`config.mk`:
```
export PLATFORM = sky130hd
export DESIGN_NAME = multi_channel_led_fade_engine_core
export DESIGN_NICKNAME = d
export VERILOG_FILES = /design/src/hdl/mclfe_pkg.sv /design/src/hdl/multi_channel_led_fade_engine_core.sv /design/src/hdl/mclfe_ram.sv
export SDC_FILE = /design/constraint.sdc
export NUM_CORES = 1
export LEC_CHECK = 0
export BUFFER_PORTS_ARGS = -buffer_cell sky130_fd_sc_hd__buf_2
export CORE_ASPECT_RATIO = 0.6
export CORE_UTILIZATION = 50
export CTS_BUF_LIST = sky130_fd_sc_hd__clkbuf_4
export DETAILED_ROUTE_END_ITERATION = 12
export PLACE_DENSITY = 0.68
export SKIP_LAST_GASP = 1
export SYNTH_ARGS = -nofsm -noshare
export SYNTH_HDL_FRONTEND = slang
export SYNTH_HIERARCHICAL = 1
export SYNTH_SLANG_ARGS = --single-unit
```
`constraint.sdc`:
```
create_clock -name clk_i -period 29.2 [get_ports clk_i]
set_input_delay 1.46 -clock clk_i [delete_from_list [all_inputs] [get_ports clk_i]]
set_output_delay 1.46 -clock clk_i [all_outputs]
set_load 0.01 [all_outputs]
```
`src/hdl/mclfe_pkg.sv`:
```
// shared types and constants for the multi-channel led fade engine
`default_nettype none

package mclfe_pkg;

  // fixed field widths
  localparam int LVL_W    = 12;
  localparam int CNT_W    = 17;
  localparam int LIM_W    = 16;
  localparam int CHAN_W   = 2;
  localparam int GRP_W    = 2;
  localparam int OUT_CH_W = 4;

  // output channel = group * 4 + channel
  localparam int GRP_SHIFT = 2;

  // saturation value of the per-channel step counter
  localparam logic [CNT_W-1:0] CNT_MAX = '1;

  // parameter defaults
  localparam int DEF_CHANNELS   = 4;
  localparam int DEF_FULL_SCALE = 4095;

  // request type codes
  localparam logic REQ_TICK = 1'b0;
  localparam logic REQ_SET  = 1'b1;

  // input transaction
  typedef struct packed {
    logic              req_type;
    logic [CHAN_W-1:0] channel;
    logic [LVL_W-1:0]  target_level;
    logic [LIM_W-1:0]  fade_steps;
    logic              gamma_enable;
    logic              constant_time;
  } req_t;

  // output transaction
  typedef struct packed {
    logic [OUT_CH_W-1:0] out_channel;
    logic [LVL_W-1:0]    duty_level;
    logic                gamma_flag;
    logic                last_update;
  } rsp_t;

endpackage

`default_nettype wire

```
`src/hdl/multi_channel_led_fade_engine_core.sv`:
```
// multi-channel led fade engine: per-channel fade state in ram, shared divider
//
//   channel  | direction | handshake               | payload
//   ---------+-----------+-------------------------+-------------
//   request  | in        | in_valid_i / in_ready_o | in_data_i
//   duty     | out       | out_valid_o/out_ready_i | out_data_o
//   config   | in        | cfg_we_i, no wait       | cfg_wdata_i
//
// a tick walks all channels through the ram one at a time, each moving
// channel needing read, evaluate, multiply, PROD_W divide steps of the
// shared restoring divider and a write back.
// reset marks every ram entry invalid at once; invalid entries read as idle.
// a stalled output holds the engine only when a further duty update is due.
`default_nettype none

module multi_channel_led_fade_engine_core #(
  parameter int CHANNELS   = mclfe_pkg::DEF_CHANNELS,
  parameter int FULL_SCALE = mclfe_pkg::DEF_FULL_SCALE
) (
  input  wire logic                       clk_i,
  input  wire logic                       rst_ni,
  input  wire logic                       in_valid_i,
  output logic                            in_ready_o,
  input  wire mclfe_pkg::req_t            in_data_i,
  output logic                            out_valid_o,
  input  wire logic                       out_ready_i,
  output mclfe_pkg::rsp_t                 out_data_o,
  input  wire logic                       cfg_we_i,
  input  wire logic [mclfe_pkg::GRP_W-1:0] cfg_wdata_i
);

  import mclfe_pkg::*;

  localparam int IDX_W  = (CHANNELS > 1) ? $clog2(CHANNELS) : 1;
  localparam int SPAN_W = $clog2(FULL_SCALE + 1);
  localparam int PROD_W = CNT_W + SPAN_W;
  localparam int NV_W   = PROD_W + 2;
  localparam int DC_W   = $clog2(PROD_W);

  // per-channel fade entry
  typedef struct packed {
    logic [LVL_W-1:0] cur;
    logic [LVL_W-1:0] tgt;
    logic [LVL_W-1:0] st;
    logic [CNT_W-1:0] cnt;
    logic [LIM_W-1:0] lim;
    logic             gam;
    logic             done;
  } ent_t;

  localparam int ENT_W = $bits(ent_t);
  localparam ent_t ENT_RST = '{cur: '0, tgt: '0, st: '0, cnt: '0, lim: '0,
                               gam: 1'b0, done: 1'b1};

  typedef enum logic [2:0] {
    S_IDLE,
    S_READ,
    S_EVAL,
    S_MUL,
    S_DIV,
    S_APPLY,
    S_PUSH,
    S_FLUSH
  } state_e;

  state_e              state_q;
  req_t                req_q;
  logic [IDX_W-1:0]    ch_q;
  logic [GRP_W-1:0]    grp_q;
  logic                mode_q;
  logic [CHANNELS-1:0] vld_q;
  logic                vld_rd_q;
  logic [SPAN_W-1:0]   span_q;
  logic                zdiv_q;
  logic [PROD_W-1:0]   quo_q;
  logic [LIM_W:0]      rem_q;
  logic [DC_W-1:0]     dcnt_q;
  rsp_t                res_q;
  logic                res_vld_q;
  rsp_t                pend_q;
  logic                pend_vld_q;
  rsp_t                out_q;
  logic                out_vld_q;

  logic                ram_we;
  ent_t                ram_wdata;
  logic [ENT_W-1:0]    ram_rdata;
  ent_t                ent;
  logic                up;
  logic [LVL_W-1:0]    tgt_sat;
  logic [SPAN_W-1:0]   span;
  logic [OUT_CH_W-1:0] out_ch;
  logic                out_free;
  logic                out_load;
  logic                last_ch;
  logic [LIM_W:0]      div_r;
  logic                div_ge;
  logic signed [NV_W-1:0] st_s;
  logic signed [NV_W-1:0] tgt_s;
  logic signed [NV_W-1:0] cur_s;
  logic signed [NV_W-1:0] nv_raw;
  logic signed [NV_W-1:0] nv;
  logic                moved;
  logic [CNT_W-1:0]    cnt_inc;
  logic                set_retarget;
  logic                in_acc;

  mclfe_ram #(
    .WIDTH (ENT_W),
    .DEPTH (CHANNELS),
    .AW    (IDX_W)
  ) u_ram (
    .clk_i   (clk_i),
    .we_i    (ram_we),
    .waddr_i (ch_q),
    .wdata_i (ram_wdata),
    .re_i    (state_q == S_READ),
    .raddr_i (ch_q),
    .rdata_o (ram_rdata)
  );

  // entry as read, never-written entries look like reset
  assign ent = vld_rd_q ? ent_t'(ram_rdata) : ENT_RST;

  assign in_ready_o  = (state_q == S_IDLE);
  assign in_acc      = in_valid_i && in_ready_o;
  assign out_valid_o = out_vld_q;
  assign out_data_o  = out_q;
  assign out_free    = !out_vld_q || out_ready_i;
  assign last_ch     = (ch_q == IDX_W'(CHANNELS - 1));

  // output register takes the pending update
  assign out_load = out_free && pend_vld_q &&
                    (((state_q == S_PUSH) && res_vld_q) || (state_q == S_FLUSH));

  // request target saturated to full scale
  assign tgt_sat = (int'(req_q.target_level) > FULL_SCALE) ? LVL_W'(FULL_SCALE)
                                                           : req_q.target_level;

  assign out_ch = (OUT_CH_W'(grp_q) << GRP_SHIFT) + OUT_CH_W'(ch_q);
  assign up     = (ent.cur < ent.tgt);

  // span of the running fade
  always_comb begin
    span = SPAN_W'(FULL_SCALE);
    if (mode_q) begin
      if (up) begin
        span = (ent.tgt >= ent.st) ? SPAN_W'(ent.tgt - ent.st) : '0;
      end else begin
        span = (ent.st >= ent.tgt) ? SPAN_W'(ent.st - ent.tgt) : '0;
      end
    end
  end

  // one restoring divide step
  assign div_r  = {rem_q[LIM_W-1:0], quo_q[PROD_W-1]};
  assign div_ge = (div_r >= {1'b0, ent.lim});

  // new level from start and quotient, clamped at target
  assign st_s  = $signed({{(NV_W - LVL_W){1'b0}}, ent.st});
  assign tgt_s = $signed({{(NV_W - LVL_W){1'b0}}, ent.tgt});
  assign cur_s = $signed({{(NV_W - LVL_W){1'b0}}, ent.cur});

  always_comb begin
    if (zdiv_q) begin
      nv_raw = tgt_s;
    end else if (up) begin
      nv_raw = st_s + $signed({2'b00, quo_q});
    end else begin
      nv_raw = st_s - $signed({2'b00, quo_q});
    end
    nv = nv_raw;
    if (up && (nv_raw > tgt_s)) begin
      nv = tgt_s;
    end else if (!up && (nv_raw < tgt_s)) begin
      nv = tgt_s;
    end
    moved = up ? (nv > cur_s) : (nv < cur_s);
  end

  assign cnt_inc = (ent.cnt < CNT_MAX) ? (ent.cnt + 1'b1) : ent.cnt;

  // constant-rate fade extended further in the same direction
  assign set_retarget = !mode_q &&
                        (((ent.st < ent.tgt) && (ent.cur < tgt_sat)) ||
                         ((ent.st > ent.tgt) && (ent.cur > tgt_sat)));

  // ram write back
  always_comb begin
    ram_we    = 1'b0;
    ram_wdata = ent;
    case (state_q)
      S_EVAL: begin
        if (req_q.req_type == REQ_TICK) begin
          if (ent.cur == ent.tgt) begin
            ram_we         = 1'b1;
            ram_wdata.done = 1'b1;
          end
        end else if (tgt_sat != ent.cur) begin
          if (!ent.done) begin
            ram_we        = set_retarget;
            ram_wdata.tgt = tgt_sat;
          end else begin
            ram_we        = 1'b1;
            ram_wdata.tgt = tgt_sat;
            ram_wdata.st  = ent.cur;
            ram_wdata.cnt = '0;
            ram_wdata.gam = req_q.gamma_enable;
            if (req_q.fade_steps == '0) begin
              ram_wdata.cur = tgt_sat;
            end else begin
              ram_wdata.lim  = req_q.fade_steps;
              ram_wdata.done = 1'b0;
            end
          end
        end
      end
      S_APPLY: begin
        ram_we        = 1'b1;
        ram_wdata.cnt = cnt_inc;
        if (moved) begin
          ram_wdata.cur = nv[LVL_W-1:0];
        end
      end
      default: begin
        ram_we = 1'b0;
      end
    endcase
  end

  // sequencer, result queue and output register
  always_ff @(posedge clk_i or negedge rst_ni) begin
    if (!rst_ni) begin
      state_q    <= S_IDLE;
      req_q      <= '0;
      ch_q       <= '0;
      grp_q      <= '0;
      mode_q     <= 1'b0;
      vld_q      <= '0;
      vld_rd_q   <= 1'b0;
      span_q     <= '0;
      zdiv_q     <= 1'b0;
      quo_q      <= '0;
      rem_q      <= '0;
      dcnt_q     <= '0;
      res_q      <= '0;
      res_vld_q  <= 1'b0;
      pend_q     <= '0;
      pend_vld_q <= 1'b0;
      out_q      <= '0;
      out_vld_q  <= 1'b0;
    end else begin
      if (cfg_we_i) begin
        grp_q <= cfg_wdata_i;
      end
      if (out_load) begin
        out_vld_q <= 1'b1;
      end else if (out_ready_i) begin
        out_vld_q <= 1'b0;
      end
      if (ram_we) begin
        vld_q[ch_q] <= 1'b1;
      end

      case (state_q)
        S_IDLE: begin
          if (in_acc) begin
            req_q <= in_data_i;
            if (in_data_i.req_type == REQ_TICK) begin
              ch_q    <= '0;
              state_q <= S_READ;
            end else begin
              mode_q <= in_data_i.constant_time;
              if (int'(in_data_i.channel) < CHANNELS) begin
                ch_q    <= IDX_W'(in_data_i.channel);
                state_q <= S_READ;
              end else begin
                state_q <= S_FLUSH;
              end
            end
          end
        end

        S_READ: begin
          vld_rd_q <= vld_q[ch_q];
          state_q  <= S_EVAL;
        end

        S_EVAL: begin
          res_q.out_channel <= out_ch;
          res_q.last_update <= 1'b0;
          if (req_q.req_type == REQ_TICK) begin
            res_q.gamma_flag <= ent.gam;
            span_q           <= span;
            zdiv_q           <= (ent.lim == '0);
            res_vld_q        <= 1'b0;
            if (ent.cur == ent.tgt) begin
              state_q <= S_PUSH;
            end else if (ent.lim == '0) begin
              state_q <= S_APPLY;
            end else begin
              state_q <= S_MUL;
            end
          end else begin
            // only a jump from an idle channel emits on a set request
            res_q.duty_level <= tgt_sat;
            res_q.gamma_flag <= req_q.gamma_enable;
            res_vld_q        <= (tgt_sat != ent.cur) && ent.done &&
                                (req_q.fade_steps == '0);
            state_q          <= S_PUSH;
          end
        end

        S_MUL: begin
          quo_q   <= PROD_W'(ent.cnt) * PROD_W'(span_q);
          rem_q   <= '0;
          dcnt_q  <= '0;
          state_q <= S_DIV;
        end

        S_DIV: begin
          quo_q  <= {quo_q[PROD_W-2:0], div_ge};
          rem_q  <= div_ge ? (div_r - {1'b0, ent.lim}) : div_r;
          dcnt_q <= dcnt_q + 1'b1;
          if (dcnt_q == DC_W'(PROD_W - 1)) begin
            state_q <= S_APPLY;
          end
        end

        S_APPLY: begin
          res_q.duty_level <= nv[LVL_W-1:0];
          res_vld_q        <= moved;
          state_q          <= S_PUSH;
        end

        S_PUSH: begin
          if (!res_vld_q || !pend_vld_q || out_free) begin
            if (res_vld_q) begin
              pend_q     <= res_q;
              pend_vld_q <= 1'b1;
              if (pend_vld_q) begin
                out_q <= pend_q;
              end
            end
            if ((req_q.req_type == REQ_TICK) && !last_ch) begin
              ch_q    <= ch_q + 1'b1;
              state_q <= S_READ;
            end else begin
              state_q <= S_FLUSH;
            end
          end
        end

        S_FLUSH: begin
          if (!pend_vld_q) begin
            state_q <= S_IDLE;
          end else if (out_free) begin
            out_q      <= '{out_channel: pend_q.out_channel,
                            duty_level:  pend_q.duty_level,
                            gamma_flag:  pend_q.gamma_flag,
                            last_update: 1'b1};
            pend_vld_q <= 1'b0;
            state_q    <= S_IDLE;
          end
        end

        default: begin
          state_q <= S_IDLE;
        end
      endcase
    end
  end

`ifndef ASSERT_OFF
  // nothing may wait in the pending slot once a new request can enter
  a_idle_no_pending: assert property (@(posedge clk_i) disable iff (!rst_ni)
    in_ready_o |-> !pend_vld_q)
    else $error("pending duty update left behind at idle");

  // the divider only runs on a nonzero step limit
  a_div_nonzero: assert property (@(posedge clk_i) disable iff (!rst_ni)
    (state_q == S_DIV) |-> (ent.lim != '0))
    else $error("divider running with zero divisor");

  // a tick always starts its walk at the first channel
  a_tick_start: assert property (@(posedge clk_i) disable iff (!rst_ni)
    (in_acc && (in_data_i.req_type == REQ_TICK)) |=>
      ((state_q == S_READ) && (ch_q == '0)))
    else $error("tick did not start at channel zero");
`endif

endmodule

`default_nettype wire

```
`src/hdl/mclfe_ram.sv`:
```
// generic single-port-write ram with registered read
`default_nettype none

module mclfe_ram #(
  parameter int WIDTH = 8,
  parameter int DEPTH = 4,
  parameter int AW    = (DEPTH > 1) ? $clog2(DEPTH) : 1
) (
  input  wire logic             clk_i,
  input  wire logic             we_i,
  input  wire logic [AW-1:0]    waddr_i,
  input  wire logic [WIDTH-1:0] wdata_i,
  input  wire logic             re_i,
  input  wire logic [AW-1:0]    raddr_i,
  output logic      [WIDTH-1:0] rdata_o
);

  logic [WIDTH-1:0] mem_q [DEPTH];

  // write port and registered read port
  always_ff @(posedge clk_i) begin
    if (we_i) begin
      mem_q[waddr_i] <= wdata_i;
    end
    if (re_i) begin
      rdata_o <= mem_q[raddr_i];
    end
  end

endmodule

`default_nettype wire
```
Word level (Yosys, flattened, before mapping)
Memories as Yosys holds them, arrays and structs flattened. A register that Yosys moved wholly into a read port is not among the register bits.
Index checks and enable logic that the tools add are counted.
{ "totals": {"regBits": 161, "ramBits": 284, "inputBits": 40, "output_inout_bits": 20, "word_cells": 191, "mem_count": 1} }
{ "memory_table": {"columns": ["memory", "words", "width", "read_ports", "rd_clocked_by_memory_dff", "wr", "line", "source"], "rows": [
  ["u_ram.mem_q", 4, 71, 1, 1, 1, "mclfe_ram.sv:18", "logic [WIDTH-1:0] mem_q [DEPTH];"]
]} }
{ "op_classes": {"addsub": 9, "n_mul": 1, "magnitude_cmp": 15, "eq_ne": 21, "mux": 73, "bitwise_logic": 2, "n_reduce_logical": 41} }
{ "ops": {"columns": ["op", "count"], "rows": [
  ["71-bit 2-to-1 mux", 2],
  ["31-bit 2-to-1 mux", 4],
  ["18-bit 2-to-1 mux", 6],
  ["12-bit 2-to-1 mux", 8],
  ["70-bit 2-to-1 mux", 1],
  ["31-bit by 13-bit > comparator with 1-bit output", 2],
  ["31-bit by 13-bit < comparator with 1-bit output", 2],
  ["29-bit one-hot mux with 2 select lines", 1],
  ["12-bit one-hot mux with 2 select lines", 2],
  ["47-bit 2-to-1 mux", 1],
  ["12-bit < comparator", 3],
  ["18-bit one-hot mux with 2 select lines", 1],
  ["17-bit one-hot mux with 2 select lines", 1],
  ["16-bit logical NOT", 2],
  ["16-bit 2-to-1 mux", 2],
  ["16-bit one-hot mux with 2 select lines", 1],
  ["12-bit by 29-bit adder with 30-bit output", 1],
  ["12-bit by 29-bit subtractor with 30-bit output", 1],
  ["17-bit by 12-bit multiplier with 29-bit output", 1],
  ["3-bit 2-to-1 mux", 9],
  ["12-bit >= comparator", 2],
  ["12-bit > comparator", 2],
  ["24-bit 2-to-1 mux", 1],
  ["3-bit one-hot mux with 8 select lines", 1],
  ["39 further kinds", 105]
]} }

Logic depth before layout (Yosys ltp)
{ "depth": {"depth_word": 12, "depth_mapped": 52, "ltp_nobuf": 41} }

Hierarchy
Netlist, hierarchy kept.
{ "by_module_without_submodules": {"columns": ["module", "n_inst", "cells_each", "area_each_um2", "seq_area_each_um2"], "rows": [
  ["multi_channel_led_fade_engine_core", 1, 2541, 20493.4, 4028.9],
  ["mclfe_ram", 1, 446, 12484.5, 10660.2]
]} }

Worst setup path before layout
Ideal clock, no wire load.
{ "synth_timing": {"path_type": "flip-flop to flip-flop", "start": "register vld_rd_q", "end": "memory u_ram/mem_q[0][0] (netlist name), enable pin", "setup_ns": 0.602, "t_arrival_ns": 9.945, "required_ns": 28.598, "path_slack_ns": 18.653, "stages_incl_launch_ff": 25, "path_buffers": 8, "synth_period_minus_slack_ns": 10.547, "cell_sequence": "dfrtp_1 -> buf_2 -> clkbuf_1 -> clkbuf_1 -> clkbuf_1 -> clkbuf_1 -> clkbuf_1 -> clkbuf_1 -> clkbuf_1 -> nand2_1 -> ha_1 -> inv_1 -> ha_1 -> o21a_1 -> o221a_2 -> nor3_1 -> o21ai_0 -> a211oi_1 -> o32ai_1 -> o21ai_0 -> nand2_1 -> mux2_2 -> a21oi_1 -> o21ai_1 -> nor3b_1"} }
{ "synth_between": {"elab_chain_cells": 11, "elab_cells_between_ends": 18, "cone_classes": "order compare (4); eq/ne (2); mux (8); reduce/logical (4)"} }
{ "synth_rtl": {"columns": ["item", "line", "source"], "rows": [
  ["start: declaration", "multi_channel_led_fade_engine_core.sv:72", "logic vld_rd_q;"],
  ["start signal: assignment", "multi_channel_led_fade_engine_core.sv:285", "vld_rd_q <= vld_q[ch_q];"],
  ["71-bit 2-to-1 mux (*)", "multi_channel_led_fade_engine_core.sv:123", "assign ent = vld_rd_q ? ent_t'(ram_rdata) : ENT_RST;"],
  ["12-bit < comparator or 12-bit > comparator (tied branches)", "multi_channel_led_fade_engine_core.sv:185, multi_channel_led_fade_engine_core.sv:186", null],
  ["1-bit logical AND, on equally long branches", "multi_channel_led_fade_engine_core.sv:185, multi_channel_led_fade_engine_core.sv:186", null],
  ["1-bit logical OR", "multi_channel_led_fade_engine_core.sv:185", "(((ent.st < ent.tgt) && (ent.cur < tgt_sat)) ||"],
  ["1-bit logical AND", "multi_channel_led_fade_engine_core.sv:184", "assign set_retarget = !mode_q &&"],
  ["1-bit 2-to-1 mux", "multi_channel_led_fade_engine_core.sv:200", "if (!ent.done) begin"],
  ["1-bit 2-to-1 mux", "multi_channel_led_fade_engine_core.sv:199", "end else if (tgt_sat != ent.cur) begin"],
  ["1-bit 2-to-1 mux (*)", "multi_channel_led_fade_engine_core.sv:194", "if (req_q.req_type == REQ_TICK) begin"],
  ["1-bit one-hot mux with 2 select lines (*)", "multi_channel_led_fade_engine_core.sv:192", "case (state_q)"],
  ["named net ram_we", "multi_channel_led_fade_engine_core.sv:85", "logic ram_we;"],
  ["1-bit 2-to-1 mux (*)", "mclfe_ram.sv:22", "if (we_i) begin"],
  ["1-bit 2-to-1 mux (not written as such) (*)", "mclfe_ram.sv:23", "mem_q[waddr_i] <= wdata_i;"],
  ["end: declaration", "mclfe_ram.sv:18", null]
]} }
Mark *: on every way through the listed nets, which the timed path passes. The rest lies on a longest branch.

==> results_dict.tcl <==
set metrics [dict create \
    slowest_delay_ns 0.79 \
    cts.reportedPaths.clkPinSlew_ns 0.10 \
    drive_above_1_share_pct 14.2 \
    period_minus_slack_ns 10.82 \
    fin_skew_ns 0.0711 \
    path_depth 40 \
    path_common_cell "o21a_1" \
    cts.sinks 516 \
    worst-path-buf-inv 4 \
    cts-hold-fix-buffers 0 \
    fin_nets 3382 \
    post_cts_buffers 0 \
    clk_latency_ns 0.98 \
    core-area_sq_um 64800 \
    timing.final.hold_violations 0 \
    worstReg2RegStart "vld_rd_q" \
    grt_max_degree 82 \
    synth_top_area_share_pct 32.3 \
    wl_per_cell_microns 23.4 \
    critPathTopFamily "compound AO/OA/AOI/OAI gates" \
    cp_max_fo 81 \
    root_buffer "clkbuf_4" \
    crit_end "u_ram/mem_q[2][64]" \
    grt_overflow 0 \
    yosys_most_used_dff "edfxtp_1" \
    track_usage_pct 28.0 \
    row_count 72 \
    reg2reg_to "u_ram/mem_q[2][64]" \
    grt_pass1_wl_microns 142000 \
    crit_type "flop to flop" \
    layout_commonest_cell "nand2_1" \
    fmax_mhz 92.4 \
    cap_violations 0 \
    cp.arrival_ns 11.51 \
    ys_types 88 \
    netlist_instances 2987 \
    netlist_top_cells_area "edfxtp_1 (32%), dfrtp_1 (12%), fa_1 (9.2%), ha_1 (6.5%), mux4_2 (4.8%)" \
    routed_wl_microns 92800 \
    setup_viol 0 \
    max_slew_margin_pct 4.45 \
    routed_via_density 6.08 \
    die-area_sq_um 67000 \
    ant_nets 0 \
    grt_pass1_vias 24000 \
    hold_class "input port to async pin" \
    reg2reg_slack_ns 18.38 \
    endpoint_kind "flop" \
    antenna_found_initial 3 \
    vias 24100 \
    crit_path_start_kind "flop" \
    report.final.slew_viol_count 0 \
    syn2layout_area_growth_pct 7.21 \
    avgSynthCellArea_sq_um 11.0 \
    first_iter_violations 2811 \
    drc 0 \
    synth-seq-area-share_pct 44.5 \
    cts-htree-levels 3 \
    start_util_pct 50.9 \
    cts_buffers 114 \
    ios 60 \
    min_period_over_period_pct 37.1 \
    die_w_microns 334 \
    ys_ff_latch 516 \
    layout_common_cells "nand2_1 (365), edfxtp_1 (355), inv_1 (264)" \
    cts_buffer_depth 3 \
    outcome "finished, final reports clean" \
    r2r_cells 40 \
    crit_path_start "vld_rd_q" \
    syn_area_sq_um 33000 \
    rsz0062_at_grt "false" \
    place_congestion 0.956 \
    tns_ns 0 \
    cts-resized-gates 0 \
    worstMarginPinSlew_ns 1.42 \
    slowest_stage "a21oi_2" \
    synth_edf_count 355 \
    synth.net_count 3350 \
    dp_hpwl_microns 68200 \
    yosys_warnings 6 \
    yosysTopAreaCell "edfxtp_1" \
    drtPass1Iterations 6 \
    ys_async_sr_fraction_pct 31.2 \
    port_buffers 59 \
    cp.required_ns 29.88 \
    chipHeight_microns 201 \
    cts_tree "done" \
]
-- cell type report --
type | instances | area (sq um)
Clock buffer | 179 | 1340
Tap cell | 851 | 1060
Inverter | 264 | 991
Antenna cell | 2 | 5.00
Multi-Input combinational cell | 2035 | 16500
Sequential cell | 516 | 14700
Fill cell | 5530 | 29400
Clock inverter | 34 | 193
Timing Repair Buffer | 88 | 519
-- state kept, by name, summed over array words and instances (netlist names) --
name,cells
u_ram/mem_q,284
vld_rd_q,1
out_data_o,18
span_q,12
rem_q,16
ch_q,2
mode_q,1
vld_q,4
tgt_sat,12
req_q,18
dcnt_q,5
res_vld_q,1
zdiv_q,1
pend_q,17
u_ram/rdata_o,71
res_q,17
quo_q,29
out_valid_o,1
state_q,3
pend_vld_q,1
grp_q,2
-- per-stage QoR --
step                cell area [sq um]  std cells  util [%]  setup WS (ns)  hold slack (ns)
floorplan                       33000       2987         -          18.65            0.423
global placement                33800       3754      52.2          18.63            0.438
detailed placement              33800       3754      52.2          18.47            0.442
CTS                             35400       3967      54.6          18.44            0.314
global route                    35400       3968      54.6          17.63            0.380
finish                          35400       3969      54.6          18.38            0.413
-- worst min path at each step --
stage | from | end | slack [ns] | depth (start not counted)
after global routing | rst_ni | res_q[16] | 0.38 | 1
after CTS | rst_ni | res_q[16] | 0.31 | 1
after global placement | vld_q[2] | vld_q[2] | 0.44 | 1
after floorplan | vld_q[2] | vld_q[2] | 0.42 | 1
final | rst_ni | res_q[16] | 0.41 | 1
after detailed placement | vld_q[1] | vld_q[1] | 0.44 | 1
-- worst reg2reg max path, delay by kind of cell, from the launching register on --
| family | cells | cell delay (ns) |
|---|---|---|
| xor+xnor | 1 | 0.24 |
| fa+ha+maj | 3 | 0.96 |
| flops | 1 | 0.66 |
| buf+inv | 4 | 0.91 |
| simple gates | 11 | 2.43 |
| compound gates | 19 | 4.42 |
| mux | 2 | 0.90 |
-- per-layer routing --
metal | share of wire [%] | vias to the layer above | global-route usage, % | wire length [microns]
li1 | - | 10900 | - | -
met1 | 47 | 12000 | 43.9 | 43900
met2 | 40 | 1141 | 37.2 | 36900
met3 | 11 | 127 | 8.49 | 10400
met4 | 1.7 | 0 | 6.86 | 1560
met5 | 0 | - | 0 | 0
-- kinds of logic (layout without fill, tap and decap cells) --
group | Yosys count | after routing | synth area share (%)
other cells | 0 | 2 | 0
compound gates | 590 | 590 | 11.5
flops | 516 | 516 | 44.5
fa+ha+maj | 326 | 326 | 15.8
simple gates | 871 | 871 | 12.5
buf+inv | 436 | 565 | 5.41
mux | 164 | 164 | 7.95
xor+xnor | 84 | 84 | 2.23
-- synth_stat cells, types with 15 or more instances --
cell type,n
xor2_1,37
inv_1,264
clkbuf_1,136
a22oi_1,34
nand2_1,365
dfrtp_1,161
o211ai_1,15
buf_1,16
edfxtp_1,355
nor3_1,39
nand3_1,67
a21oi_1,105
mux2_2,61
nand4_1,25
and3_1,75
a211oi_1,19
o21a_1,17
nor2_1,148
o221ai_1,16
mux4_2,71
mux2i_1,31
o21ai_0,194
xnor2_1,47
fa_1,151
ha_1,172
nor2b_1,28
and2_1,46
a21o_1,39
Power is not shown: default switching activity piles up to over one toggle a cycle in this logic, so the estimate is an artifact.
